--- src/design/skv_pkg.sv ---
// Shared types and constants for the sorted key-value table.
// No dependencies; imported by every module of the block.
`timescale 1ns / 1ps

package skv_pkg;

   localparam int DEF_TABLE_DEPTH = 256;
   localparam int DEF_KEY_WIDTH   = 32;
   localparam int DEF_VALUE_WIDTH = 32;
   localparam int FIELD_W         = 32;

   typedef enum logic [0:0] {
      OP_LOOKUP = 1'b0,
      OP_INSERT = 1'b1
   } opcode_type;

   typedef enum logic [2:0] {
      STAT_HIT     = 3'd0,
      STAT_MISS    = 3'd1,
      STAT_UPDATED = 3'd2,
      STAT_ADDED   = 3'd3,
      STAT_DROPPED = 3'd4
   } status_type;

   typedef enum logic [1:0] {
      FSM_IDLE,
      FSM_WALK,
      FSM_FINISH
   } fsm_type;

   // search token walking down the cell row
   typedef struct packed {
      logic live;
      logic done;
      logic hit;
   } tok_ctl_type;

   // table write command broadcast to every cell
   typedef struct packed {
      logic upd;
      logic add;
   } cmd_type;

endpackage

--- src/design/skv_cell.sv ---
// One table entry: key and value registers, compare against the request key,
// token stage for the search walk. Depends on skv_pkg.
`timescale 1ns / 1ps

module skv_cell
   import skv_pkg::*;
#(
   parameter int KEY_WIDTH   = DEF_KEY_WIDTH,
   parameter int VALUE_WIDTH = DEF_VALUE_WIDTH
) (
   input  logic                   clock,
   input  logic                   reset,
   input  logic                   cell_valid,
   input  logic [KEY_WIDTH-1:0]   req_key,
   input  logic [VALUE_WIDTH-1:0] req_value,
   input  cmd_type                cmd,
   input  logic                   prev_lt,
   input  logic [KEY_WIDTH-1:0]   prev_key,
   input  logic [VALUE_WIDTH-1:0] prev_value,
   input  tok_ctl_type            tok_in,
   input  logic [VALUE_WIDTH-1:0] tok_val_in,
   output logic                   lt,
   output logic [KEY_WIDTH-1:0]   key_out,
   output logic [VALUE_WIDTH-1:0] value_out,
   output tok_ctl_type            tok_out,
   output logic [VALUE_WIDTH-1:0] tok_val_out
);

   logic [KEY_WIDTH-1:0]   key_ff, key_in;
   logic [VALUE_WIDTH-1:0] value_ff, value_in;
   tok_ctl_type            tok_ff, tok_in_nx;
   logic [VALUE_WIDTH-1:0] tok_val_ff, tok_val_in_nx;
   logic                   eq;

   assign lt = cell_valid && (key_ff < req_key);
   assign eq = cell_valid && (key_ff == req_key);

   always_comb begin
      key_in   = key_ff;
      value_in = value_ff;
      if (cmd.add && !lt) begin
         // first cell at or above the new key takes it, the rest shift up
         if (prev_lt) begin
            key_in   = req_key;
            value_in = req_value;
         end else begin
            key_in   = prev_key;
            value_in = prev_value;
         end
      end else if (cmd.upd && eq) begin
         value_in = req_value;
      end
   end

   always_comb begin
      tok_in_nx     = tok_in;
      tok_val_in_nx = tok_val_in;
      if (tok_in.live && !tok_in.done && !lt) begin
         // sorted order: the first cell not below the key decides
         tok_in_nx.done = 1'b1;
         tok_in_nx.hit  = eq;
         tok_val_in_nx  = eq ? value_ff : '0;
      end
   end

   always_ff @(posedge clock) begin
      key_ff     <= key_in;
      value_ff   <= value_in;
      tok_val_ff <= tok_val_in_nx;
   end

   always_ff @(posedge clock) begin
      if (reset) begin
         tok_ff <= '0;
      end else begin
         tok_ff <= tok_in_nx;
      end
   end

   assign key_out     = key_ff;
   assign value_out   = value_ff;
   assign tok_out     = tok_ff;
   assign tok_val_out = tok_val_ff;

endmodule

--- config.mk ---
export PLATFORM = sky130hd
export DESIGN_NAME = skv_cell
export DESIGN_NICKNAME = d
export VERILOG_FILES = /design/src/design/skv_pkg.sv /design/src/design/skv_cell.sv
export SDC_FILE = /design/constraint.sdc
export NUM_CORES = 1
export LEC_CHECK = 0
export ABC_AREA = 1
export BUFFER_PORTS_ARGS = -buffer_cell sky130_fd_sc_hd__buf_2
export CAP_MARGIN = 10
export CORE_MARGIN = 10
export CORE_UTILIZATION = 45
export DETAILED_ROUTE_END_ITERATION = 16
export HOLD_SLACK_MARGIN = 0.06
export PLACE_DENSITY = 0.91
export SYNTH_ARGS = -nofsm -noshare
export SYNTH_HDL_FRONTEND = slang
export SYNTH_SLANG_ARGS = --single-unit
--- constraint.sdc ---
create_clock -name clock -period 3.44 [get_ports clock]
set_input_delay 0.344 -clock clock [delete_from_list [all_inputs] [get_ports clock]]
set_output_delay 0.344 -clock clock [all_outputs]
set_load 0.05 [all_outputs]
==> results.sh, run 1 <==
export IMPL_status="finished, final reports clean"
export IMPL_core_region_area_um2=10400
export IMPL_synth_top_family_by_area="simple AND/OR/NAND/NOR gates"
export IMPL_hpwl_um=13000
export IMPL_vias_per_cell=4.91
export IMPL_setup_viol=0
export IMPL_crit_chain="ha_1, a21oi_1, o21ai_0, nand2_1, nand2_1, a21oi_2, nand2_4, inv_1, buf_2"
export IMPL_worst_path_most_repeated_cell="nand2_1"
export IMPL_synthAdderAreaFrac_pct=8.34
export IMPL_ir_worst_vdd_v=0.000257
export IMPL_cts_buffers=9
export IMPL_drive_above_1_share_pct=37.0
export IMPL_drv_slew=0
export IMPL_synth_top_area_cell="edfxtp_1"
export IMPL_finalWirelength_um=16100
export IMPL_synth_area_um2=4800
export IMPL_fin_setup_tns_ps=0
export IMPL_avgSynthCellArea_um2=8.94
export IMPL_synth_top_area_share_pct=40.1
export IMPL_synth_top_cells_by_area="edfxtp_1, dfxtp_1, nand2_1"
export IMPL_ys_types=27
export IMPL_worstHoldPathType="in2reg"
export IMPL_multi_input_area_um2=1760
export IMPL_insertion_delay_ps=360
export IMPL_clkSlewWorstSetupHoldPaths_ps=100
export IMPL_arrival_ps=2150
export IMPL_grt_pass1_wl_um=23300
export IMPL_ctsResizeCount=0
export IMPL_synthCells=537
export IMPL_ctsLongestPathBuffers=2
export IMPL_fin_util_pct=62.1
export IMPL_first_pass_iters=5
export IMPL_synth_mux_area_share_pct=0.235
export IMPL_drt_iter0_markers=407
export IMPL_finalCritPeriodShare_pct=72.4
export IMPL_num_rows=37
export IMPL_cap_violations=0
export IMPL_ios=269
export IMPL_finalNetCount=1001
export IMPL_vias=4617
export IMPL_diodes=0
export IMPL_crit_type="reg2out"
export IMPL_cts_setup_buffers=0
export IMPL_synthesis_nets=738
export IMPL_grt_max_degree=41
export IMPL_tightestPinTransition_ps=753
export IMPL_ant_nets=0
export IMPL_seq_area_frac_synth_pct=54.7
export IMPL_fmax_ghz=0.402
export IMPL_initial_core_util_pct=46.3
export IMPL_grt_usage_pct=19.7
export IMPL_die_w_um=123
export IMPL_cts_hold_buf=0
export IMPL_clock_sinks=99
export IMPL_path_buf_inv=2
export IMPL_skew_ps=13.9
export IMPL_grt_setup_unrepaired="no"
export IMPL_cp_slowest_stage_delay_ps=430
export IMPL_avgRoutedWirePerCell_um=17.1
export IMPL_io_buffers=268
export IMPL_die_h_um=123
export IMPL_crit_fanout=4
export IMPL_power_density_nw_per_um2=470
export IMPL_end_kind="primary output"
export IMPL_grt_pass1_vias=4527
export IMPL_cpMaxStageDelayCell="edfxtp_1"
export IMPL_drc=0
export IMPL_yosys_warnings=0
export IMPL_synth_xor_xnor_area_share_pct=0
export IMPL_overflow=0
export IMPL_hold_viol_final=0
export IMPL_antenna_found_initial=0
export IMPL_critPathRequiredTime_ps=3100
export IMPL_yosys_register_bits=99
export IMPL_period_minus_slack_ps=2490
export IMPL_critical_path_top_delay_family="compound AO/OA/AOI/OAI gates"
export IMPL_gp_congestion=0.860
export IMPL_die_area_um2=15200
export IMPL_p_leak_uw=0.00341
export IMPL_cts_tree="done"
export IMPL_register_area_um2=2620
export IMPL_nFillCells=889
export IMPL_synthSimpleGateAreaFrac_pct=16.3
export IMPL_max_slew_margin_pct=49.8
export IMPL_cp_start_kind="flip-flop"
export IMPL_cts_htree_levels=3
export IMPL_cts_root_buf="clkbuf_8"
export IMPL_synth_compound_gate_area_share_pct=11.8
export IMPL_areaGrowthSynthToFinish_pct=34.2
==> final timing paths <==
path            startpoint  slack (ps)  cells after the start              end
max            key_out[27]         950                      9               lt
min reg2reg  value_out[20]         530                      2  tok_val_out[20]
max reg2reg    key_out[27]         950                     10    value_out[21]
min                  reset         160                      2       tok_out[2]
==> registers in the layout, summed over array words and instances, names as in the netlist <==
| name | count |
|---|---|
| value_out | 32 |
| tok_val_out | 32 |
| tok_out | 3 |
| key_out | 32 |
==> cell type report <==
cell class                 instances  share of cell area, %
timing repair buffer             274                   21.5
sequential                        99                   40.7
tap                              136                   2.64
inverter                          78                   4.55
clock buffer                       9                   1.92
clock inverter                     7                   1.30
multi-input combinational        338                   27.3
==> metal layers <==
metal / vias up / GRT usage (%) / routed length (um)
met4: 0 / 6.19 / 241
li1: 2272 / - / -
met5: - / 0 / 0
met2: 230 / 35.5 / 8350
met1: 2096 / 21.4 / 5590
met3: 19 / 6.38 / 1910
==> kinds of logic after synthesis <==
family | Yosys count
compound gates | 112
flops | 99
buf+inv | 100
mux | 1
simple gates | 193
fa+ha+maj | 32
==> power by group <==
group | internal (uW) | total [uW] | switching, uW
clock network | 353 | 801 | 448
logic | 222 | 807 | 585
registers | 1380 | 1420 | 40.2
==> synthesized netlist by cell type (all sizes together) <==
master	n
nand2	138
inv	77
o21ai	66
edfxtp	64
nor2	47
a21oi	45
dfxtp	35
ha	32
buf	13
clkbuf	9
nand3	3
nand4	3
a21o	1
and3	1
clkinv	1
mux2	1
nor3	1
==> per-stage QoR <==
stage / total power [uW] / cells / hold WS [ps] / setup slack (ps) / instance area [um^2]
floorplan: 1990 / 537 / 413 / 586 / 4800
detailed placement: 2260 / 925 / 509 / 878 / 6230
finish: 3030 / 941 / 163 / 950 / 6440
global placement: 2230 / 925 / 495 / 911 / 6230
global route: 3160 / 941 / 150 / 737 / 6440
CTS: 3040 / 941 / 138 / 915 / 6440
==> cell usage in the layout, fill, tap and decap left out <==
cell type,count
nand2_1,135
nand3_2,1
nand3_1,2
edfxtp_1,64
nor2_8,1
nor3_1,1
clkinv_4,1
inv_6,2
inv_1,77
and3_1,1
nand2_2,1
buf_2,268
buf_4,6
nor2_1,45
inv_8,2
dfxtp_1,35
a21oi_2,1
o21ai_1,22
nor2_2,1
clkbuf_8,9
a21oi_1,44
bufinv_16,1
ha_1,32
nand4_1,3
nand2_4,2
clkinv_1,1
mux2_2,1
a21o_1,1
o21ai_0,44
clkinv_2,1
Note: power is estimated with default switching activity, not from simulation.
==> inputs of run 2 (changes only) <==
==> constraint.sdc (replaced) <==
create_clock -name clock -period 2.4 [get_ports clock]
set_input_delay 0.24 -clock clock [delete_from_list [all_inputs] [get_ports clock]]
set_output_delay 0.24 -clock clock [all_outputs]
set_load 0.05 [all_outputs]
==> results.sh, run 2 (same netlist as run 1, synthesis figures left out) <==
export IMPL_clkSlewWorstSetupHoldPaths_ps=110
export IMPL_finalNetCount=1029
export IMPL_clkPwrFrac_pct=24.6
export IMPL_insertion_delay_ps=390
export IMPL_initial_core_util_pct=46.3
export IMPL_dp_cells=927
export IMPL_cp_slowest_stage_delay_ps=470
export IMPL_crit_chain="ha_4, nand2_1, nand2_1, nand2_1, nand2_1, nand2_1, nand2_1, nand2_1, nand2_1, nand2_2, nand2_4, nand2_8, clkinvlp_4, buf_12"
export IMPL_grtUsageMet1_pct=21.2
export IMPL_max_slew_margin_pct=52.4
export IMPL_drive_above_1_share_pct=37.7
export IMPL_num_rows=37
export IMPL_io_buffers=268
export IMPL_cap_violations=0
export IMPL_use_met3_pct=7.52
export IMPL_grt_pass1_vias=4905
export IMPL_drt_iter0_markers=385
export IMPL_skew_ps=22.2
export IMPL_antenna_found_initial=1
export IMPL_gp_congestion=0.867
export IMPL_grt_max_degree=46
export IMPL_grt_busiest_layer="met2"
export IMPL_grt_usage_pct=21.4
export IMPL_ctsLongestPathBuffers=2
export IMPL_ios=269
export IMPL_period_minus_slack_ps=2240
export IMPL_cts_root_buf="clkbuf_8"
export IMPL_drc=0
export IMPL_core_region_area_um2=10400
export IMPL_critPathRequiredTime_ps=2480
export IMPL_fmax_ghz=0.447
export IMPL_status="finished, final reports clean"
export IMPL_finalCritPeriodShare_pct=93.2
export IMPL_crit_fanout=36
export IMPL_layout_common_cells="buf_2, nand2_1, inv_1, edfxtp_1, o21ai_0"
export IMPL_fin_util_pct=66.0
export IMPL_power_density_nw_per_um2=638
export IMPL_worstHoldPathType="in2reg"
export IMPL_vias_per_cell=4.97
export IMPL_hold_viol_final=0
export IMPL_avgRoutedWirePerCell_um=18.1
export IMPL_cp_start_kind="flip-flop"
export IMPL_pre_cts_slack_ps=110
export IMPL_crit_type="reg2reg"
export IMPL_areaGrowthSynthToFinish_pct=42.5
export IMPL_tightestPinTransition_ps=714
export IMPL_ir_worst_vdd_v=0.000397
export IMPL_cts_htree_levels=3
export IMPL_p_leak_uw=0.00354
export IMPL_cts_buffers=9
export IMPL_vias=4819
export IMPL_switching_share_pct=36.8
export IMPL_p_sw_uw=1600
export IMPL_grt_pass1_wl_um=25300
export IMPL_overflow=0
export IMPL_p_seq_share_pct=46.8
export IMPL_cpMaxStageDelayCell="edfxtp_1"
export IMPL_drv_slew=0
export IMPL_worst_path_most_repeated_cell="nand2_1"
export IMPL_arrival_ps=2320
export IMPL_p_total_uw=4360
export IMPL_final_common_cell="buf_2"
export IMPL_end_kind="flip-flop"
export IMPL_ant_nets=0
export IMPL_layoutNonFillerInstCount=970
export IMPL_finalWirelength_um=17500
export IMPL_hpwl_um=13200
export IMPL_met2_usage_pct=39.5
export IMPL_pwr_share_comb_pct=28.6
export IMPL_die_h_um=123
export IMPL_fin_setup_tns_ps=0
export IMPL_cts_tree="done"
export IMPL_setup_viol=0
export IMPL_die_w_um=123
export IMPL_post_route_worst_setup_slack_ps=164
export IMPL_clock_sinks=99
export IMPL_p_int_uw=2760
export IMPL_die_area_um2=15200
export IMPL_first_pass_iters=5
-- run 2: cell count changes in the layout (fill, tap and decap cells not counted), moves of 2 or more --
cell	previous run	this run
dlygate4sd3_1	0	23
buf_12	0	6
ha_1	32	29
ha_4	0	3
inv_1	77	74
buf_4	6	4
inv_2	0	2
inv_8	2	4
nand2_1	135	133
nand2_2	1	3
nor2_1	45	43
nor2_2	1	3
-- run 2: per-layer routing --
metal	part of all wire, %	wire, um
met5	0	0
met4	3.1	548
met3	9.3	1620
met2	52	9150
met1	35	6210
-- run 2: power by group through the flow --
stage | logic (uW) | registers [uW] | clock network, uW
after floorplan | 341 | 2520 | 0
after global placement | 1160 | 2060 | 0
after detailed placement | 1180 | 2070 | 0
after CTS | 1210 | 2030 | 1080
after global routing | 1340 | 2050 | 1160
final | 1250 | 2040 | 1070
-- run 2: area by class of cell --
cell class | instances | area (um^2)
clock inverters | 7 | 65.1
repair buffers | 301 | 1730
flip-flops and latches | 99 | 2620
multi-input cells | 339 | 1830
clock buffers | 9 | 124
diodes | 1 | 2.50
fillers | 829 | 3530
inverters | 78 | 297
well taps | 136 | 170
-- run 2: repair_timing --
item,CTS,global route
gates resized for setup,1,10
pin swaps,0,5
setup buffers,0,2
endpoints found under the hold margin,24,1
hold buffers,22,1
endpoints found under the setup margin,1,97
cloned,0,1
-- run 2: worst max-delay path: cells and delay by family (launching register included) --
kind	cells	cell delay [ps]
flops	1	470
simple gates	11	790
fa+ha+maj	1	300
buf+inv	2	350
-- run 2: worst paths after layout --
path                     endpoint      startpoint  cells after the start  slack (ps)
setup / recovery       key_out[2]      key_out[1]                     14         160
hold / removal    tok_val_out[22]  tok_val_in[22]                      3          70
setup reg to reg       key_out[2]      key_out[1]                     14         160
hold reg to reg   tok_val_out[21]   value_out[21]                      2         530
-- run 2: per-stage QoR --
stage	hold WS, ps	area (um^2)
4_1_cts	62.1	6740
2_1_floorplan	309	4810
5_1_grt	61.6	6840
3_5_place_dp	442	6320
6_report	72.1	6840
3_3_place_gp	434	6320
==> inputs of run 3 (changes only) <==
--- a/config.mk
+++ b/config.mk
@@ -6,13 +6,15 @@
 export NUM_CORES = 1
 export LEC_CHECK = 0
 export ABC_AREA = 1
-export BUFFER_PORTS_ARGS = -buffer_cell sky130_fd_sc_hd__buf_2
+export BUFFER_PORTS_ARGS = -buffer_cell sky130_fd_sc_hd__buf_4
 export CAP_MARGIN = 10
+export CELL_PAD_IN_SITES_DETAIL_PLACEMENT = 1
+export CELL_PAD_IN_SITES_GLOBAL_PLACEMENT = 1
 export CORE_MARGIN = 10
-export CORE_UTILIZATION = 45
+export CORE_UTILIZATION = 31
 export DETAILED_ROUTE_END_ITERATION = 16
 export HOLD_SLACK_MARGIN = 0.06
-export PLACE_DENSITY = 0.91
+export PLACE_DENSITY = 0.9
 export SYNTH_ARGS = -nofsm -noshare
 export SYNTH_HDL_FRONTEND = slang
 export SYNTH_SLANG_ARGS = --single-unit
==> constraint.sdc (replaced) <==
create_clock -name clock -period 2.4 [get_ports clock]
set_input_delay 0.36 -clock clock [delete_from_list [all_inputs] [get_ports clock]]
set_output_delay 0.36 -clock clock [all_outputs]
set_load 0.05 [all_outputs]
==> results.sh, run 3 (same netlist as run 1, synthesis figures left out) <==
export IMPL_finalNetCount=1022
export IMPL_cts_tree="done"
export IMPL_avgRoutedWirePerCell_um=20.3
export IMPL_drive_above_1_share_pct=42.6
export IMPL_crit_end="lt"
export IMPL_register_area_um2=2620
export IMPL_cts_hold_buf=0
export IMPL_pre_cts_slack_ps=20.3
export IMPL_r2r_slack_ps=90
export IMPL_max_slew_margin_pct=56.2
export IMPL_grt_usage_pct=17.9
export IMPL_cap_violations=0
export IMPL_first_pass_iters=4
export IMPL_skew_ps=10.7
export IMPL_die_w_um=144
export IMPL_ir_worst_vdd_v=0.000318
export IMPL_vias_per_cell=4.78
export IMPL_clkSlewWorstSetupHoldPaths_ps=80
export IMPL_crit_type="reg2out"
export IMPL_areaGrowthSynthToFinish_pct=61.4
export IMPL_worstRegToRegCells=13
export IMPL_core_region_area_um2=15200
export IMPL_end_kind="primary output"
export IMPL_worstHoldPathType="in2reg"
export IMPL_cts_htree_levels=3
export IMPL_overflow=0
export IMPL_switching_share_pct=34.7
export IMPL_vias=4846
export IMPL_finalCritPeriodShare_pct=98.7
export IMPL_nFillCells=1786
export IMPL_clkPwrFrac_pct=29.8
export IMPL_arrival_ps=2010
export IMPL_hpwl_um=15800
export IMPL_diodes=0
export IMPL_layout_common_cells="buf_4, nand2_1, inv_1, edfxtp_1, nor2_1"
export IMPL_p_seq_share_pct=40.8
export IMPL_finalWirelength_um=20600
export IMPL_drv_slew=0
export IMPL_cp_start_kind="flip-flop"
export IMPL_drt_iter0_markers=180
export IMPL_grt_setup_unrepaired="yes"
export IMPL_gp_congestion=0.853
export IMPL_status="finished, final reports clean"
export IMPL_tightestPinTransition_ps=657
export IMPL_ant_nets=0
export IMPL_antenna_found_initial=0
export IMPL_post_route_worst_setup_slack_ps=30.8
export IMPL_power_density_nw_per_um2=649
export IMPL_drc=0
export IMPL_cts_buffers=9
export IMPL_p_sw_uw=1740
export IMPL_num_rows=45
export IMPL_r2r_start="key_out[13]"
export IMPL_r2r_end="value_out[20]"
export IMPL_ctsLongestPathBuffers=2
export IMPL_ios=269
export IMPL_multi_input_area_um2=2000
export IMPL_initial_core_util_pct=31.6
export IMPL_crit_fanout=3
export IMPL_grt_pass1_vias=5141
export IMPL_hold_viol_final=0
export IMPL_p_total_uw=5030
export IMPL_setup_viol=0
export IMPL_clock_sinks=99
export IMPL_period_minus_slack_ps=2370
export IMPL_die_area_um2=20900
export IMPL_crit_start="key_out[13]"
export IMPL_pwr_share_comb_pct=29.4
export IMPL_grt_pass1_wl_um=28200
export IMPL_grt_max_degree=58
export IMPL_p_int_uw=3280
export IMPL_insertion_delay_ps=360
export IMPL_io_buffers=268
export IMPL_p_leak_uw=0.00381
export IMPL_cts_root_buf="clkbuf_16"
export IMPL_critPathRequiredTime_ps=2040
export IMPL_fmax_ghz=0.422
export IMPL_holdWs_ps=184
export IMPL_final_common_cell="buf_4"
export IMPL_die_h_um=144
## run 3: worst min path at each step
stage | to | startpoint | depth (start not counted) | slack [ps]
global placement | tok_val_out[6] | value_out[6] | 2 | 510
detailed placement | tok_val_out[7] | value_out[7] | 2 | 520
CTS | tok_out[2] | reset | 2 | 160
global route | tok_out[0] | reset | 2 | 170
floorplan | tok_out[0] | reset | 1 | 430
finish | tok_out[1] | reset | 2 | 180
## run 3: area by class of cell
| cell class | count | area share (%) |
|---|---|---|
| Multi-Input combinational cell | 339 | 25.8 |
| Clock buffer | 9 | 2.91 |
| Timing Repair Buffer | 294 | 29.6 |
| Tap cell | 188 | 3.04 |
| Clock inverter | 7 | 1.00 |
| Inverter | 78 | 3.83 |
| Sequential cell | 99 | 33.9 |
## run 3: timing repair
action / in CTS / in global routing
endpoints found under the setup margin: 1 / 42
pin swaps: 1 / 15
setup buffers: 5 / 10
resized for setup: 2 / 35
cloned: 0 / 1
endpoints found under the hold margin: 0 / 0
## run 3: stage by stage
| stage | cell area, um^2 | utilization (%) | TNS [ps] | std cells |
|---|---|---|---|---|
| CTS | 7440 | 48.9 | 0 | 1003 |
| global placement | 7080 | 46.6 | 0 | 982 |
| finish | 7750 | 51.0 | 0 | 1014 |
| detailed placement | 7080 | 46.6 | 0 | 982 |
| floorplan | 4810 | - | -11050 | 537 |
| global route | 7750 | 51.0 | -386 | 1014 |
## run 3: power groups by stage
stage                     Combinational (uW)  Clock [uW]  Sequential (uW)
after floorplan                          341           0             2520
after global placement                  1340           0             2070
after detailed placement                1370           0             2080
after CTS                               1390        1540             2050
after global routing                    1580        1610             2070
final                                   1480        1500             2050
## run 3: worst max-delay path, cell delays in order (launching register included)
cell	delay (ps)
edfxtp_1	440
ha_4	320
nand2_4	50
nor2_4	110
nand4_1	150
inv_2	80
nand2_1	40
nand2_1	80
nand2_2	70
nand2_4	110
inv_2	50
buf_8	140
## run 3: per-layer routing
layer / vias to the layer above / routed length, um / GRT usage, %
met5: - / 0 / 0
met4: 0 / 718 / 8.78
met3: 39 / 1230 / 4.43
met2: 165 / 11300 / 33.1
met1: 2326 / 7320 / 18.3
li1: 2316 / - / -
